--- src/rtl/assert_macros.svh ---
// Assertion macros used by the encoder turn sequencer
`ifndef ASSERT_MACROS_SVH
`define ASSERT_MACROS_SVH

// Implication checked on every clock edge outside reset
`define ASSERT_IMPL(label, clk, rst_n, ante, cons, msg) \
    label: assert property (@(posedge clk) disable iff (!rst_n) (ante) |-> (cons)) \
        else $error(msg);

// Implication whose consequent is checked in the cycle after the antecedent
`define ASSERT_NEXT(label, clk, rst_n, ante, cons, msg) \
    label: assert property (@(posedge clk) disable iff (!rst_n) (ante) |=> (cons)) \
        else $error(msg);

`endif

--- src/rtl/ets_pkg.sv ---
// Package: types and constants for the encoder turn sequencer
`default_nettype none

package ets_pkg;

    localparam int COUNT_BITS_DEF = 16;

    localparam int CFG_INDEX_BITS = 3;
    localparam int CFG_DATA_BITS  = 32;

    localparam logic [7:0]  DUTY_MAX          = 8'd255;
    localparam logic [15:0] STALL_INTERVAL_RST = 16'd300;
    localparam logic [7:0]  DUTY_STEP_RST     = 8'd15;

    typedef enum logic [1:0] {
        PH_IDLE    = 2'd0,
        PH_TURN    = 2'd1,
        PH_DONE    = 2'd2,
        PH_TIMEOUT = 2'd3
    } t_phase;

    typedef enum logic [CFG_INDEX_BITS-1:0] {
        REG_TARGET_PULSES  = 3'd0,
        REG_TIMEOUT_LIMIT  = 3'd1,
        REG_START_DUTY     = 3'd2,
        REG_CLOCKWISE      = 3'd3,
        REG_STALL_INTERVAL = 3'd4,
        REG_DUTY_STEP      = 3'd5
    } t_cfg_reg;

endpackage

`default_nettype wire

--- src/rtl/encoder_turn_sequencer.sv ---
// Encoder turn sequencer: in-place turn of a two-wheel drive
// Input channel (i_in_valid / o_in_ready): i_cmd = 1 starts a turn, i_cmd = 0 is a
// one millisecond tick carrying both encoder counts.
// Output channel (o_out_valid / i_out_ready): one transaction per input transaction,
// in order, holding both signed wheel duties, the status and the counter clear.
// The result register is loaded at the edge that accepts the input. Throughput is one
// transaction per cycle while the receiver does not stall; all tick work is one compare
// and count pass through the state registers. Direction is sampled when a result forms.
// When the receiver stalls, the result register holds and o_in_ready drops until
// the waiting result is taken; a result taken in the same cycle frees room at once.
// Configuration is a plain write port (i_cfg_wr_en, i_cfg_index, i_cfg_data), which the
// user writes only while no transaction is in flight; the block does not enforce this.
// Synchronous active-low reset returns the phase to idle, clears the counters and
// duty, and loads the register defaults (clockwise, stall interval 300, step 15).
`default_nettype none
`include "assert_macros.svh"

module encoder_turn_sequencer #(
    parameter int COUNT_BITS = ets_pkg::COUNT_BITS_DEF
) (
    input  wire                                  i_clk,
    input  wire                                  i_rst_n,
    // configuration
    input  wire                                  i_cfg_wr_en,
    input  wire  [ets_pkg::CFG_INDEX_BITS-1:0]   i_cfg_index,
    input  wire  [ets_pkg::CFG_DATA_BITS-1:0]    i_cfg_data,
    // input channel
    input  wire                                  i_in_valid,
    output logic                                 o_in_ready,
    input  wire                                  i_cmd,
    input  wire  [15:0]                          i_left_count,
    input  wire  [15:0]                          i_right_count,
    // output channel
    output logic                                 o_out_valid,
    input  wire                                  i_out_ready,
    output logic signed [8:0]                    o_left_drive,
    output logic signed [8:0]                    o_right_drive,
    output logic [1:0]                           o_status,
    output logic                                 o_clear_counts
);

    // counts above 16 bits add nothing since the fields are 16 bits wide
    localparam int PULSE_BITS = (COUNT_BITS < 16) ? COUNT_BITS : 16;

    // configuration registers
    logic [15:0] r_target_pulses;
    logic [31:0] r_timeout_limit;
    logic [7:0]  r_start_duty;
    logic        r_clockwise;
    logic [15:0] r_stall_interval;
    logic [7:0]  r_duty_step;

    // turn state
    ets_pkg::t_phase         r_phase, n_phase;
    logic [31:0]             r_elapsed, n_elapsed;
    logic [15:0]             r_ticks, n_ticks;
    logic [PULSE_BITS-1:0]   r_pulses_at_check, n_pulses_at_check;
    logic [7:0]              r_duty, n_duty;

    // result register
    logic                    r_out_valid;
    logic signed [8:0]       r_left_drive, n_left_drive;
    logic signed [8:0]       r_right_drive, n_right_drive;
    logic [1:0]              r_status;
    logic                    r_clear_counts;

    logic                    in_acc;
    logic [PULSE_BITS-1:0]   left_m, right_m, pulses;
    logic [15:0]             pulses_ext;
    logic [31:0]             elapsed_inc;
    logic [15:0]             ticks_inc;
    logic [8:0]              duty_sum;
    logic [8:0]              duty_mag;

    assign o_in_ready = !r_out_valid || i_out_ready;
    assign in_acc     = i_in_valid && o_in_ready;

    // configuration writes
    always_ff @(posedge i_clk) begin
        if (!i_rst_n) begin
            r_target_pulses  <= '0;
            r_timeout_limit  <= '0;
            r_start_duty     <= '0;
            r_clockwise      <= 1'b1;
            r_stall_interval <= ets_pkg::STALL_INTERVAL_RST;
            r_duty_step      <= ets_pkg::DUTY_STEP_RST;
        end else if (i_cfg_wr_en) begin
            case (i_cfg_index)
                ets_pkg::REG_TARGET_PULSES:  r_target_pulses  <= i_cfg_data[15:0];
                ets_pkg::REG_TIMEOUT_LIMIT:  r_timeout_limit  <= i_cfg_data[31:0];
                ets_pkg::REG_START_DUTY:     r_start_duty     <= i_cfg_data[7:0];
                ets_pkg::REG_CLOCKWISE:      r_clockwise      <= i_cfg_data[0];
                ets_pkg::REG_STALL_INTERVAL: r_stall_interval <= i_cfg_data[15:0];
                ets_pkg::REG_DUTY_STEP:      r_duty_step      <= i_cfg_data[7:0];
                default: ;
            endcase
        end
    end

    // next state for one transaction
    always_comb begin
        left_m      = i_left_count[PULSE_BITS-1:0];
        right_m     = i_right_count[PULSE_BITS-1:0];
        pulses      = (left_m > right_m) ? left_m : right_m;
        pulses_ext  = 16'(pulses);
        elapsed_inc = (r_elapsed == '1) ? r_elapsed : r_elapsed + 32'd1;
        ticks_inc   = (r_ticks == '1) ? r_ticks : r_ticks + 16'd1;
        duty_sum    = {1'b0, r_duty} + {1'b0, r_duty_step};

        n_phase           = r_phase;
        n_elapsed         = r_elapsed;
        n_ticks           = r_ticks;
        n_pulses_at_check = r_pulses_at_check;
        n_duty            = r_duty;

        if (i_cmd) begin
            n_elapsed         = '0;
            n_ticks           = '0;
            n_pulses_at_check = '0;
            n_duty            = r_start_duty;
            n_phase = (r_target_pulses == '0) ? ets_pkg::PH_DONE : ets_pkg::PH_TURN;
        end else if (r_phase == ets_pkg::PH_TURN) begin
            n_elapsed = elapsed_inc;
            if (elapsed_inc > r_timeout_limit) begin
                n_phase = ets_pkg::PH_TIMEOUT;
            end else if (pulses_ext >= r_target_pulses) begin
                n_phase = ets_pkg::PH_DONE;
            end else begin
                n_ticks = ticks_inc;
                // stall check; an interval of zero fires every tick
                if (ticks_inc >= r_stall_interval) begin
                    if (pulses <= r_pulses_at_check && r_duty < ets_pkg::DUTY_MAX) begin
                        n_duty = (duty_sum > {1'b0, ets_pkg::DUTY_MAX}) ?
                                 ets_pkg::DUTY_MAX : duty_sum[7:0];
                    end
                    n_pulses_at_check = pulses;
                    n_ticks           = '0;
                end
            end
        end

        duty_mag      = (n_phase == ets_pkg::PH_TURN) ? {1'b0, n_duty} : 9'd0;
        n_left_drive  = r_clockwise ? duty_mag : 9'd0 - duty_mag;
        n_right_drive = r_clockwise ? 9'd0 - duty_mag : duty_mag;
    end

    always_ff @(posedge i_clk) begin
        if (!i_rst_n) begin
            r_phase           <= ets_pkg::PH_IDLE;
            r_elapsed         <= '0;
            r_ticks           <= '0;
            r_pulses_at_check <= '0;
            r_duty            <= '0;
        end else if (in_acc) begin
            r_phase           <= n_phase;
            r_elapsed         <= n_elapsed;
            r_ticks           <= n_ticks;
            r_pulses_at_check <= n_pulses_at_check;
            r_duty            <= n_duty;
        end
    end

    always_ff @(posedge i_clk) begin
        if (!i_rst_n) begin
            r_out_valid <= 1'b0;
        end else if (in_acc) begin
            r_out_valid <= 1'b1;
        end else if (i_out_ready) begin
            r_out_valid <= 1'b0;
        end
    end

    always_ff @(posedge i_clk) begin
        if (in_acc) begin
            r_left_drive   <= n_left_drive;
            r_right_drive  <= n_right_drive;
            r_status       <= n_phase;
            r_clear_counts <= i_cmd;
        end
    end

    assign o_out_valid    = r_out_valid;
    assign o_left_drive   = r_left_drive;
    assign o_right_drive  = r_right_drive;
    assign o_status       = r_status;
    assign o_clear_counts = r_clear_counts;

    `ASSERT_NEXT(a_start_clears, i_clk, i_rst_n, in_acc && i_cmd,
        o_out_valid && o_clear_counts, "start transaction did not request a count clear")
    `ASSERT_IMPL(a_stopped_drives_zero, i_clk, i_rst_n,
        o_out_valid && o_status != ets_pkg::PH_TURN,
        o_left_drive == 9'sd0 && o_right_drive == 9'sd0, "drives not zero outside a turn")
    `ASSERT_NEXT(a_duty_monotonic, i_clk, i_rst_n,
        in_acc && !i_cmd && r_phase == ets_pkg::PH_TURN,
        r_duty >= $past(r_duty), "duty fell during a turn")
    `ASSERT_NEXT(a_done_holds, i_clk, i_rst_n,
        r_phase == ets_pkg::PH_DONE && !(in_acc && i_cmd),
        r_phase == ets_pkg::PH_DONE, "finished turn left its phase without a start")

endmodule

`default_nettype wire
--- config.mk ---
export PLATFORM = sky130hd
export DESIGN_NAME = encoder_turn_sequencer
export DESIGN_NICKNAME = d
export VERILOG_FILES = /design/src/rtl/ets_pkg.sv /design/src/rtl/encoder_turn_sequencer.sv
export VERILOG_INCLUDE_DIRS = /design/src /design/src/rtl
export SDC_FILE = /design/constraint.sdc
export NUM_CORES = 1
export LEC_CHECK = 0
export BUFFER_PORTS_ARGS = -buffer_cell sky130_fd_sc_hd__buf_4
export CORE_MARGIN = 2
export CORE_UTILIZATION = 53
export CTS_BUF_LIST = sky130_fd_sc_hd__clkbuf_16
export DETAILED_ROUTE_END_ITERATION = 16
export PLACE_DENSITY = 0.8
export SLEW_MARGIN = 20
export SYNTH_ARGS = -nofsm -noshare
export SYNTH_HDL_FRONTEND = slang
export SYNTH_SLANG_ARGS = --single-unit
--- constraint.sdc ---
create_clock -name i_clk -period 6.3 [get_ports i_clk]
set_input_delay 0.63 -clock i_clk [delete_from_list [all_inputs] [get_ports i_clk]]
set_output_delay 0.63 -clock i_clk [all_outputs]
set_load 0.02 [all_outputs]
Word level (Yosys, flattened, before mapping)
Cells that the tools add are included.
{ "totals": {"reg_bits": 177, "in_bits": 73, "out_inout_bits": 23, "elab_cells": 88} }
{ "op_classes": {"addsub": 4, "magnitude_cmp": 7, "n_eq_ne": 11, "mux": 32, "n_reduce_logical": 18} }
{ "op_table": {"columns": ["op", "count"], "rows": [
  ["16-bit two-way mux", 12],
  ["32-bit two-way mux", 3],
  ["8-bit two-way mux", 8],
  ["32-bit by 1-bit adder with 32-bit output (second input constant)", 1],
  ["32-bit equality test (second input constant)", 1],
  ["16-bit greater-or-equal comparator", 2],
  ["32-bit greater-than comparator", 1],
  ["9-bit two-way mux", 2],
  ["16-bit by 1-bit adder with 16-bit output (second input constant)", 1],
  ["16-bit equality test (second input constant)", 1],
  ["16-bit greater-than comparator", 1],
  ["16-bit less-or-equal comparator", 1],
  ["16-bit logical NOT", 1],
  ["2-bit AND reduction", 7],
  ["2-bit two-way mux", 5],
  ["8-bit by 8-bit adder with 9-bit output", 1],
  ["9-bit by 8-bit greater-than comparator with 1-bit output (second input constant)", 1],
  ["1-bit by 8-bit subtractor with 9-bit output (first input constant)", 1],
  ["8-bit less-than comparator (second input constant)", 1],
  ["3-bit by 2-bit equality test with 1-bit output (second input constant)", 2],
  ["3-bit equality test (second input constant)", 2],
  ["2-bit nonzero test", 3],
  ["5-bit AND reduction", 1],
  ["2-bit by 1-bit equality test with 1-bit output (second input constant)", 2],
  ["other kinds (8)", 11]
]} }

Longest topological paths before layout
Gate-level depths: netlist of the first run.
{ "logic_depth": {"word_depth": 13, "ltp_mapped": 27} }

Worst setup path before layout of the first run
Ideal clock, no wire load.
{ "synth_timing": {"kind": "input port to flip-flop", "startpoint": "input port i_right_count[1]", "endpoint": "register r_right_drive[4], in the netlist o_right_drive[4], data pin", "setup_ns": 0.158, "t_arrival_ns": 5.968, "t_required_ns": 6.142, "setup_slack_ns": 0.174, "cell_stages": 26, "cell_sequence": "inv_1 > ha_1 > nor2b_1 > o21a_1 > o21a_1 > o21a_1 > o21a_1 > o21a_1 > o21a_1 > o311ai_2 > buf_2 > mux2i_1 > inv_1 > ha_1 > nand4_2 > nor4_2 > nor3_1 > o31a_1 > nor4_4 > mux2i_1 > nor3_1 > a21oi_1 > ha_1 > inv_1 > or4_4 > o211ai_1"} }
{ "synth_between": {"elab_chain_cells": 13, "elab_cells_between_ends": 19, "cone_classes": "add/sub (1); order compare (3); eq/ne (1); mux (13); reduce/logical (1)"} }
{ "synth_rtl": {"columns": ["item", "line", "source"], "rows": [
  ["start: declaration", "encoder_turn_sequencer.sv:32", "input wire [15:0] i_right_count,"],
  ["16-bit greater-than comparator", "encoder_turn_sequencer.sv:104", "pulses = (left_m > right_m) ? left_m : right_m;"],
  ["16-bit two-way mux (*)", "encoder_turn_sequencer.sv:104", null],
  ["16-bit less-or-equal comparator", "encoder_turn_sequencer.sv:132", "if (pulses <= r_pulses_at_check && r_duty < ets_pkg::DUTY_MAX) begin"],
  ["1-bit logical AND", "encoder_turn_sequencer.sv:132", null],
  ["8-bit two-way mux", "encoder_turn_sequencer.sv:132", null],
  ["8-bit two-way mux", "encoder_turn_sequencer.sv:131", "if (ticks_inc >= r_stall_interval) begin"],
  ["8-bit two-way mux", "encoder_turn_sequencer.sv:126", "end else if (pulses_ext >= r_target_pulses) begin"],
  ["8-bit two-way mux", "encoder_turn_sequencer.sv:124", "if (elapsed_inc > r_timeout_limit) begin"],
  ["8-bit two-way mux", "encoder_turn_sequencer.sv:122", "end else if (r_phase == ets_pkg::PH_TURN) begin"],
  ["8-bit two-way mux", "encoder_turn_sequencer.sv:116", "if (i_cmd) begin"],
  ["8-bit two-way mux (*)", "encoder_turn_sequencer.sv:142", "duty_mag = (n_phase == ets_pkg::PH_TURN) ? {1'b0, n_duty} : 9'd0;"],
  ["1-bit by 8-bit subtractor with 9-bit output", "encoder_turn_sequencer.sv:144", "n_right_drive = r_clockwise ? 9'd0 - duty_mag : duty_mag;"],
  ["9-bit two-way mux (*)", "encoder_turn_sequencer.sv:144", null],
  ["named net n_right_drive[4]", "encoder_turn_sequencer.sv:63", "logic signed [8:0] r_right_drive, n_right_drive;"],
  ["end signal: assignment", "encoder_turn_sequencer.sv:176", "r_right_drive <= n_right_drive;"],
  ["end: declaration", "encoder_turn_sequencer.sv:63", null]
]} }
Mark *: on every way through the listed nets, which the timed path passes. The rest lies on a longest branch.
A chain may end at the register's enable or synchronous reset.

Final worst setup path of the first run
{ "layout_timing": {"startpoint": "register r_ticks[4]", "endpoint": "register r_left_drive[4], in the netlist o_left_drive[4], data pin"} }
{ "layout_between": {"elab_chain_cells": 11, "elab_cells_between_ends": 12, "cone_classes": "add/sub (2); order compare (1); eq/ne (1); mux (8)"} }
{ "layout_rtl": {"columns": ["item", "line", "source"], "rows": [
  ["start: declaration", "encoder_turn_sequencer.sv:56", "logic [15:0] r_ticks, n_ticks;"],
  ["start signal: assignment", "encoder_turn_sequencer.sv:157", "r_ticks <= n_ticks;"],
  ["16-bit by 1-bit adder with 16-bit output / 16-bit equality test (equally long branches)", "encoder_turn_sequencer.sv:107", "ticks_inc = (r_ticks == '1) ? r_ticks : r_ticks + 16'd1;"],
  ["16-bit two-way mux (*)", "encoder_turn_sequencer.sv:107", null],
  ["16-bit greater-or-equal comparator (*)", "encoder_turn_sequencer.sv:131", null],
  ["8-bit two-way mux (*)", "encoder_turn_sequencer.sv:131", null],
  ["8-bit two-way mux (*)", "encoder_turn_sequencer.sv:126", null],
  ["8-bit two-way mux (*)", "encoder_turn_sequencer.sv:124", null],
  ["8-bit two-way mux (*)", "encoder_turn_sequencer.sv:122", null],
  ["8-bit two-way mux (*)", "encoder_turn_sequencer.sv:116", null],
  ["8-bit two-way mux (*)", "encoder_turn_sequencer.sv:142", null],
  ["1-bit by 8-bit subtractor with 9-bit output", "encoder_turn_sequencer.sv:143", "n_left_drive = r_clockwise ? duty_mag : 9'd0 - duty_mag;"],
  ["9-bit two-way mux (*)", "encoder_turn_sequencer.sv:143", null],
  ["named net n_left_drive[4]", "encoder_turn_sequencer.sv:62", "logic signed [8:0] r_left_drive, n_left_drive;"],
  ["end signal: assignment", "encoder_turn_sequencer.sv:175", "r_left_drive <= n_left_drive;"],
  ["end: declaration", "encoder_turn_sequencer.sv:62", null]
]} }
Marked as above.

==> flow_metrics.env, run 1 <==
export IMPL_setup_viol=0
export IMPL_io_buffer_count=95
export IMPL_chipHeight_um=149
export IMPL_irDropWorstVdd_v=0.000190
export IMPL_r2r_end="o_left_drive[4]"
export IMPL_share_clk_of_total_power=0.402
export IMPL_vias_in_the_first_global_route=9167
export IMPL_layout_nets=1616
export IMPL_cts_buffers=17
export IMPL_mappedNetlistNets=1550
export IMPL_path_class="reg -> reg"
export IMPL_cts_tree="done"
export IMPL_rrSetupSlack_ns=0.48
export IMPL_timing_rr_start="r_ticks[4]"
export IMPL_final_design_area_no_fill_um2=12600
export IMPL_wire_length_of_the_first_global_routing_pass_um=43800
export IMPL_final_hold_viols=0
export IMPL_cp_arrival_ns=6.10
export IMPL_power_net_switching_mw=0.726
export IMPL_cts_hold_repair_buffers=0
export IMPL_endpoint_required_time_on_the_critical_path_ns=6.57
export IMPL_cts_max_level=4
export IMPL_mostFrequentLayoutCells="nand2_1, dfxtp_1, inv_1, buf_4, ha_1"
export IMPL_drtAntennaViolNets=0
export IMPL_layout_commonest_cell="nand2_1"
export IMPL_post_synth_instance_area_um2=11100
export IMPL_effective_utilization_at_floorplan=0.544
export IMPL_clk_path_buf_depth=2
export IMPL_rsz0062_at_grt="no"
export IMPL_synth_async_reset_ratio=0
export IMPL_share_seq_of_total_power=0.440
export IMPL_startpoint="r_ticks[4]"
export IMPL_reg2regPathDepth=19
export IMPL_syn_instance_count=1369
export IMPL_finalWirelength_um=26300
export IMPL_drcViolationCount=0
export IMPL_power_per_cell_area_nw_per_um2=213
export IMPL_std_cell_rows=52
export IMPL_synth_enable_flop_cells=20
export IMPL_internal_power_mw=1.97
export IMPL_ys_warn_count=0
export IMPL_max_cap_viol_count=0
export IMPL_critical_path_startpoint_type="register"
export IMPL_switching_share=0.270
export IMPL_number_of_antenna_repair_diodes=0
export IMPL_max_slew_worst_pin_slew_ns=0.753
export IMPL_drive_above_1_share=0.117
export IMPL_routability_congestion_estimate_from_global_placement=0.916
export IMPL_detail_route_iter0_violations=828
export IMPL_dieWidth_um=149
export IMPL_clk_pin_slew_ns=0.07
export IMPL_startpoint_of_the_lowest_slack_hold_path="i_cfg_data[21]"
export IMPL_synth_cell_type_count=70
export IMPL_placement_cell_area_um2=12000
export IMPL_grt_max_degree=70
export IMPL_totalNegativeSetupSlack_ns=0
export IMPL_reported_leakage_power_nw=5.16
export IMPL_result_of_the_run="finished clean"
export IMPL_floorplan_core_area_um2=20400
export IMPL_critical_path_max_fanout=9
export IMPL_overflow=0
export IMPL_cts_root_buffer="clkbuf_16"
export IMPL_synthesis_area_per_instance_um2=8.09
export IMPL_die_area_um2=22100
export IMPL_gr_usage_all_layers=0.243
export IMPL_timing_hold_worst_class="in -> reg"
export IMPL_crit_path_end_kind="register"
export IMPL_synth_seq_area_share=0.336
export IMPL_later_pin_clock_latency_in_the_skew_report_ns=0.43
export IMPL_numClockSinks=176
export IMPL_slew_headroom=0.495
export IMPL_finalClockSkew_ns=0.0105
export IMPL_min_delay_path_depth=3
export IMPL_finalCritPeriodShare=0.925
export IMPL_synth_flop_cell="dfxtp_1"
export IMPL_slew_violations=0
export IMPL_via_count=9771
export IMPL_synth_seq_cells=176
export IMPL_max_freq_ghz=0.172
export IMPL_detail_route_wl_per_cell_um=15.3
export IMPL_firstDrtPassIters=5
export IMPL_comb_power_frac=0.159
export IMPL_finalWorstPathRequiredPeriod_ns=5.82
export IMPL_hold_path_end="r_timeout_limit[21]"
export IMPL_syn_to_final_growth_pct=13.9
export IMPL_top_level_ports=96
export IMPL_antenna_found_initial=0
export IMPL_half_perimeter_wire_length_after_detailed_placement_um=19200
export IMPL_drt_vias_per_instance=5.69
## layout make-up
cell class | count | area [µm²]
multi-input combinational | 1003 | 6640
timing repair buffer | 111 | 846
clock buffer | 17 | 425
tap | 270 | 338
clock inverter | 15 | 168
fill | 1746 | 7750
sequential | 176 | 3720
inverter | 126 | 473
## state kept, by name, summed over array words and instances (netlist names), 8 cells and up
register           cells
r_ticks               16
r_timeout_limit       32
o_right_drive          8
o_left_drive           9
r_stall_interval      16
r_elapsed             32
r_duty                 8
r_pulses_at_check     16
r_duty_step            8
r_start_duty           8
r_target_pulses       16
## synth_stat cells, types with 28 or more instances
| cell type | number | area [µm²] |
|---|---|---|
| nand2_1 | 225 | 845 |
| dfxtp_1 | 156 | 3120 |
| inv_1 | 125 | 469 |
| ha_1 | 107 | 1340 |
| nor2_1 | 80 | 300 |
| a21boi_0 | 78 | 586 |
| a21oi_1 | 64 | 320 |
| clkbuf_1 | 55 | 206 |
| o21ai_0 | 41 | 205 |
| xnor2_1 | 39 | 342 |
| nand3_1 | 38 | 190 |
| nand4_1 | 29 | 181 |
| nor2b_1 | 28 | 175 |
## cells by family (layout without fill, tap and decap cells)
group	Yosys count	count (layout)	share of synthesized area
muxes	30	30	0.0276
AOI/OAI and AO/OA	303	303	0.183
and+or+nand+nor	499	499	0.214
DFF	176	176	0.336
adders and majority gates	108	108	0.123
xor gates and xnor gates	63	63	0.0498
buffers and inverters	190	269	0.0662
## routing by layer
layer,share of wire,GRT usage
met5,0,0
met2,0.47,0.400
met3,0.054,0.0387
met4,0.014,0.0595
met1,0.46,0.335
## stage by stage
step	util	cells	setup WS (ns)	power, mW	hold slack (ns)
after floorplan	-	1369	0.174	1.48	0.443
after global placement	0.589	1685	0.303	1.62	0.452
after detailed placement	0.589	1685	0.167	1.63	0.457
after CTS	0.618	1717	0.459	2.70	0.443
after global routing	0.619	1718	0.00314	2.80	0.450
final	0.619	1718	0.475	2.69	0.447
## worst max path at each step
stage,cells after the start,to
6_report,19,o_left_drive[4]
4_1_cts,20,o_left_drive[6]
5_1_grt,18,o_left_drive[8]
3_3_place_gp,25,o_right_drive[4]
2_1_floorplan,26,o_right_drive[4]
3_5_place_dp,25,o_right_drive[4]
## power groups by stage
| stage | Clock, mW | Combinational [mW] | Sequential, mW |
|---|---|---|---|
| after CTS | 1.09 | 0.420 | 1.18 |
| after detailed placement | 0 | 0.417 | 1.21 |
| after floorplan | 0 | 0.259 | 1.22 |
| after global routing | 1.14 | 0.474 | 1.19 |
| final | 1.08 | 0.427 | 1.18 |
| after global placement | 0 | 0.409 | 1.21 |
## critical path, cell delays in order (launching register included)
cell       delay (ns)
dfxtp_1          0.47
nand4_1          0.21
nor2_1           0.25
and2_1           0.21
nand4_1          0.18
or3_1            0.58
nor2b_1          0.28
and3_1           0.25
xor2_1           0.15
ha_1             0.31
nand4_1          0.12
a2111oi_0        0.44
a211oi_1         0.27
nor4_4           0.48
buf_4            0.24
a31oi_1          0.13
o31ai_4          0.36
nand2_2          0.14
or4_4            0.50
o211ai_1         0.10
## what timing repair did
| item | CTS | global route |
|---|---|---|
| buffers inserted | 0 | 1 |
| endpoints found under the setup margin | 0 | 2 |
| gates resized for setup | 0 | 3 |
(Power assumes the default switching activity.)
==> inputs of run 2 (changes only) <==
--- a/config.mk
+++ b/config.mk
@@ -9,2 +9,3 @@
 export BUFFER_PORTS_ARGS = -buffer_cell sky130_fd_sc_hd__buf_4
+export CORE_ASPECT_RATIO = 0.6
 export CORE_MARGIN = 2
==> constraint.sdc (replaced) <==
create_clock -name i_clk -period 6.3 [get_ports i_clk]
set_input_delay 0.315 -clock i_clk [delete_from_list [all_inputs] [get_ports i_clk]]
set_output_delay 0.315 -clock i_clk [all_outputs]
set_load 0.02 [all_outputs]
==> flow_metrics.env, run 2 (synthesized netlist as in run 1, its figures left out) <==
export IMPL_result_of_the_run="finished clean"
export IMPL_die_area_um2=22100
export IMPL_slowest_delay_ns=0.77
export IMPL_reported_leakage_power_nw=5.15
export IMPL_cts_buffers=17
export IMPL_drcViolationCount=0
export IMPL_cts_tree="done"
export IMPL_timing_critical_path_max_delay_family="simple AND/OR/NAND/NOR gates"
export IMPL_rsz0062_at_grt="no"
export IMPL_power_per_cell_area_nw_per_um2=214
export IMPL_report_power_total_mw=2.70
export IMPL_final_hold_viols=0
export IMPL_finalCritPeriodShare=0.938
export IMPL_worst_path_buf_inv=0
export IMPL_detail_route_wl_per_cell_um=16.6
export IMPL_antenna_found_initial=0
export IMPL_critical_path_max_fanout=8
export IMPL_layout_top_registers="r_elapsed: 32 flops, r_timeout_limit: 32 flops"
export IMPL_io_buffer_count=95
export IMPL_irDropWorstVdd_v=0.000214
export IMPL_cts_max_level=4
export IMPL_firstDrtPassIters=5
export IMPL_layout_nets=1615
export IMPL_worst_path_max_delay_cell="nor4_1"
export IMPL_internal_power_mw=1.94
export IMPL_cts_root_buffer="clkbuf_16"
export IMPL_cp_arrival_ns=6.09
export IMPL_finalClockSkew_ns=0.00975
export IMPL_slew_violations=0
export IMPL_comb_power_frac=0.157
export IMPL_cts_hold_repair_buffers=0
export IMPL_share_seq_of_total_power=0.439
export IMPL_std_cell_rows=40
export IMPL_finalWirelength_um=28500
export IMPL_grt_max_degree=86
export IMPL_drive_above_1_share=0.115
export IMPL_path_class="reg -> reg"
export IMPL_via_count=9809
export IMPL_power_net_switching_mw=0.766
export IMPL_clk_pin_slew_ns=0.07
export IMPL_detail_route_iter0_violations=895
export IMPL_critical_path_startpoint_type="register"
export IMPL_mostFrequentLayoutCells="nand2_1, dfxtp_1, inv_1, buf_4, ha_1"
export IMPL_number_of_antenna_repair_diodes=0
export IMPL_clk_path_buf_depth=2
export IMPL_half_perimeter_wire_length_after_detailed_placement_um=21300
export IMPL_cp_cell_sequence="and4_1, nand4_1, or3_1, nand2b_1, nor2_1, and3_1, nand3_1, xnor2_1, ha_1, nand4_1, nor4_1, nand2_1, a22oi_2, nand2_1, nor3_1, a21oi_1, ha_1, and3_1, a311oi_1, a211oi_1"
export IMPL_n_fill_cell=1802
export IMPL_gr_usage_all_layers=0.267
export IMPL_number_of_gates_resized_after_cts=0
export IMPL_timing_hold_worst_class="in -> reg"
export IMPL_max_slew_worst_pin_slew_ns=1.06
export IMPL_totalNegativeSetupSlack_ns=0
export IMPL_top_level_ports=96
export IMPL_crit_path_end_kind="register"
export IMPL_setup_viol=0
export IMPL_endpoint_required_time_on_the_critical_path_ns=6.48
export IMPL_effective_utilization_at_floorplan=0.548
export IMPL_chipHeight_um=116
export IMPL_switching_share=0.283
export IMPL_later_pin_clock_latency_in_the_skew_report_ns=0.45
export IMPL_postCtsSetupBuffers=0
export IMPL_drtAntennaViolNets=0
export IMPL_drt_vias_per_instance=5.70
export IMPL_share_clk_of_total_power=0.404
export IMPL_finalWorstPathRequiredPeriod_ns=5.91
export IMPL_slew_headroom=0.292
export IMPL_numClockSinks=176
export IMPL_max_freq_ghz=0.169
export IMPL_floorplan_core_area_um2=20200
export IMPL_wire_length_of_the_first_global_routing_pass_um=46600
export IMPL_syn_to_final_growth_pct=13.8
export IMPL_dieWidth_um=191
export IMPL_vias_in_the_first_global_route=9179
export IMPL_overflow=0
export IMPL_max_cap_viol_count=0
export IMPL_layout_commonest_cell="nand2_1"
export IMPL_routability_congestion_estimate_from_global_placement=0.908
## run 2: worst register-to-register path, stage by stage, from the launching register on
cell	delay, ns
dfxtp_1	0.48
and4_1	0.28
nand4_1	0.15
or3_1	0.52
nand2b_1	0.24
nor2_1	0.15
and3_1	0.28
nand3_1	0.12
xnor2_1	0.10
ha_1	0.34
nand4_1	0.23
nor4_1	0.77
nand2_1	0.19
a22oi_2	0.33
nand2_1	0.26
nor3_1	0.29
a21oi_1	0.10
ha_1	0.25
and3_1	0.19
a311oi_1	0.31
a211oi_1	0.08
## run 2: cell type report
| type | instances | area (µm²) | area share |
|---|---|---|---|
| Clock buffer | 17 | 425 | 0.0338 |
| Clock inverter | 15 | 170 | 0.0135 |
| Inverter | 126 | 473 | 0.0375 |
| Multi-Input combinational cell | 1003 | 6640 | 0.527 |
| Sequential cell | 176 | 3720 | 0.296 |
| Tap cell | 273 | 342 | 0.0271 |
| Timing Repair Buffer | 110 | 826 | 0.0655 |
## run 2: per-layer routing
metal,part of all wire,vias to the layer above,GRT usage
met5,0,-,0
met4,0.010,0,0.0599
met3,0.086,32,0.0627
met2,0.41,345,0.383
met1,0.50,4579,0.403
li1,-,4853,-
## run 2: final timing paths
path | slack, ns | start | depth (start not counted) | end
min reg2reg | 0.46 | r_timeout_limit[14] | 2 | r_timeout_limit[14]
max | 0.39 | r_elapsed[3] | 20 | o_right_drive[6]
max reg2reg | 0.39 | r_elapsed[3] | 20 | o_right_drive[6]
min | 0.12 | i_cfg_data[23] | 3 | r_timeout_limit[23]
## run 2: through the flow
step                instances  utilization  area, µm²  worst slack [ns]  hold slack, ns
finish                   1720        0.623      12600             0.388           0.122
global route             1720        0.623      12600            0.0224           0.127
CTS                      1720        0.623      12600             0.540           0.115
detailed placement       1688        0.593      12000             0.368           0.457
global placement         1688        0.593      12000             0.511           0.451
floorplan                1369            -      11100             0.489           0.414
## run 2: power groups by stage
stage	clock network, mW	registers, mW	logic (mW)
global placement	0	1.21	0.406
finish	1.09	1.18	0.425
floorplan	0	1.22	0.259
CTS	1.10	1.18	0.420
detailed placement	0	1.21	0.417
global route	1.15	1.19	0.473
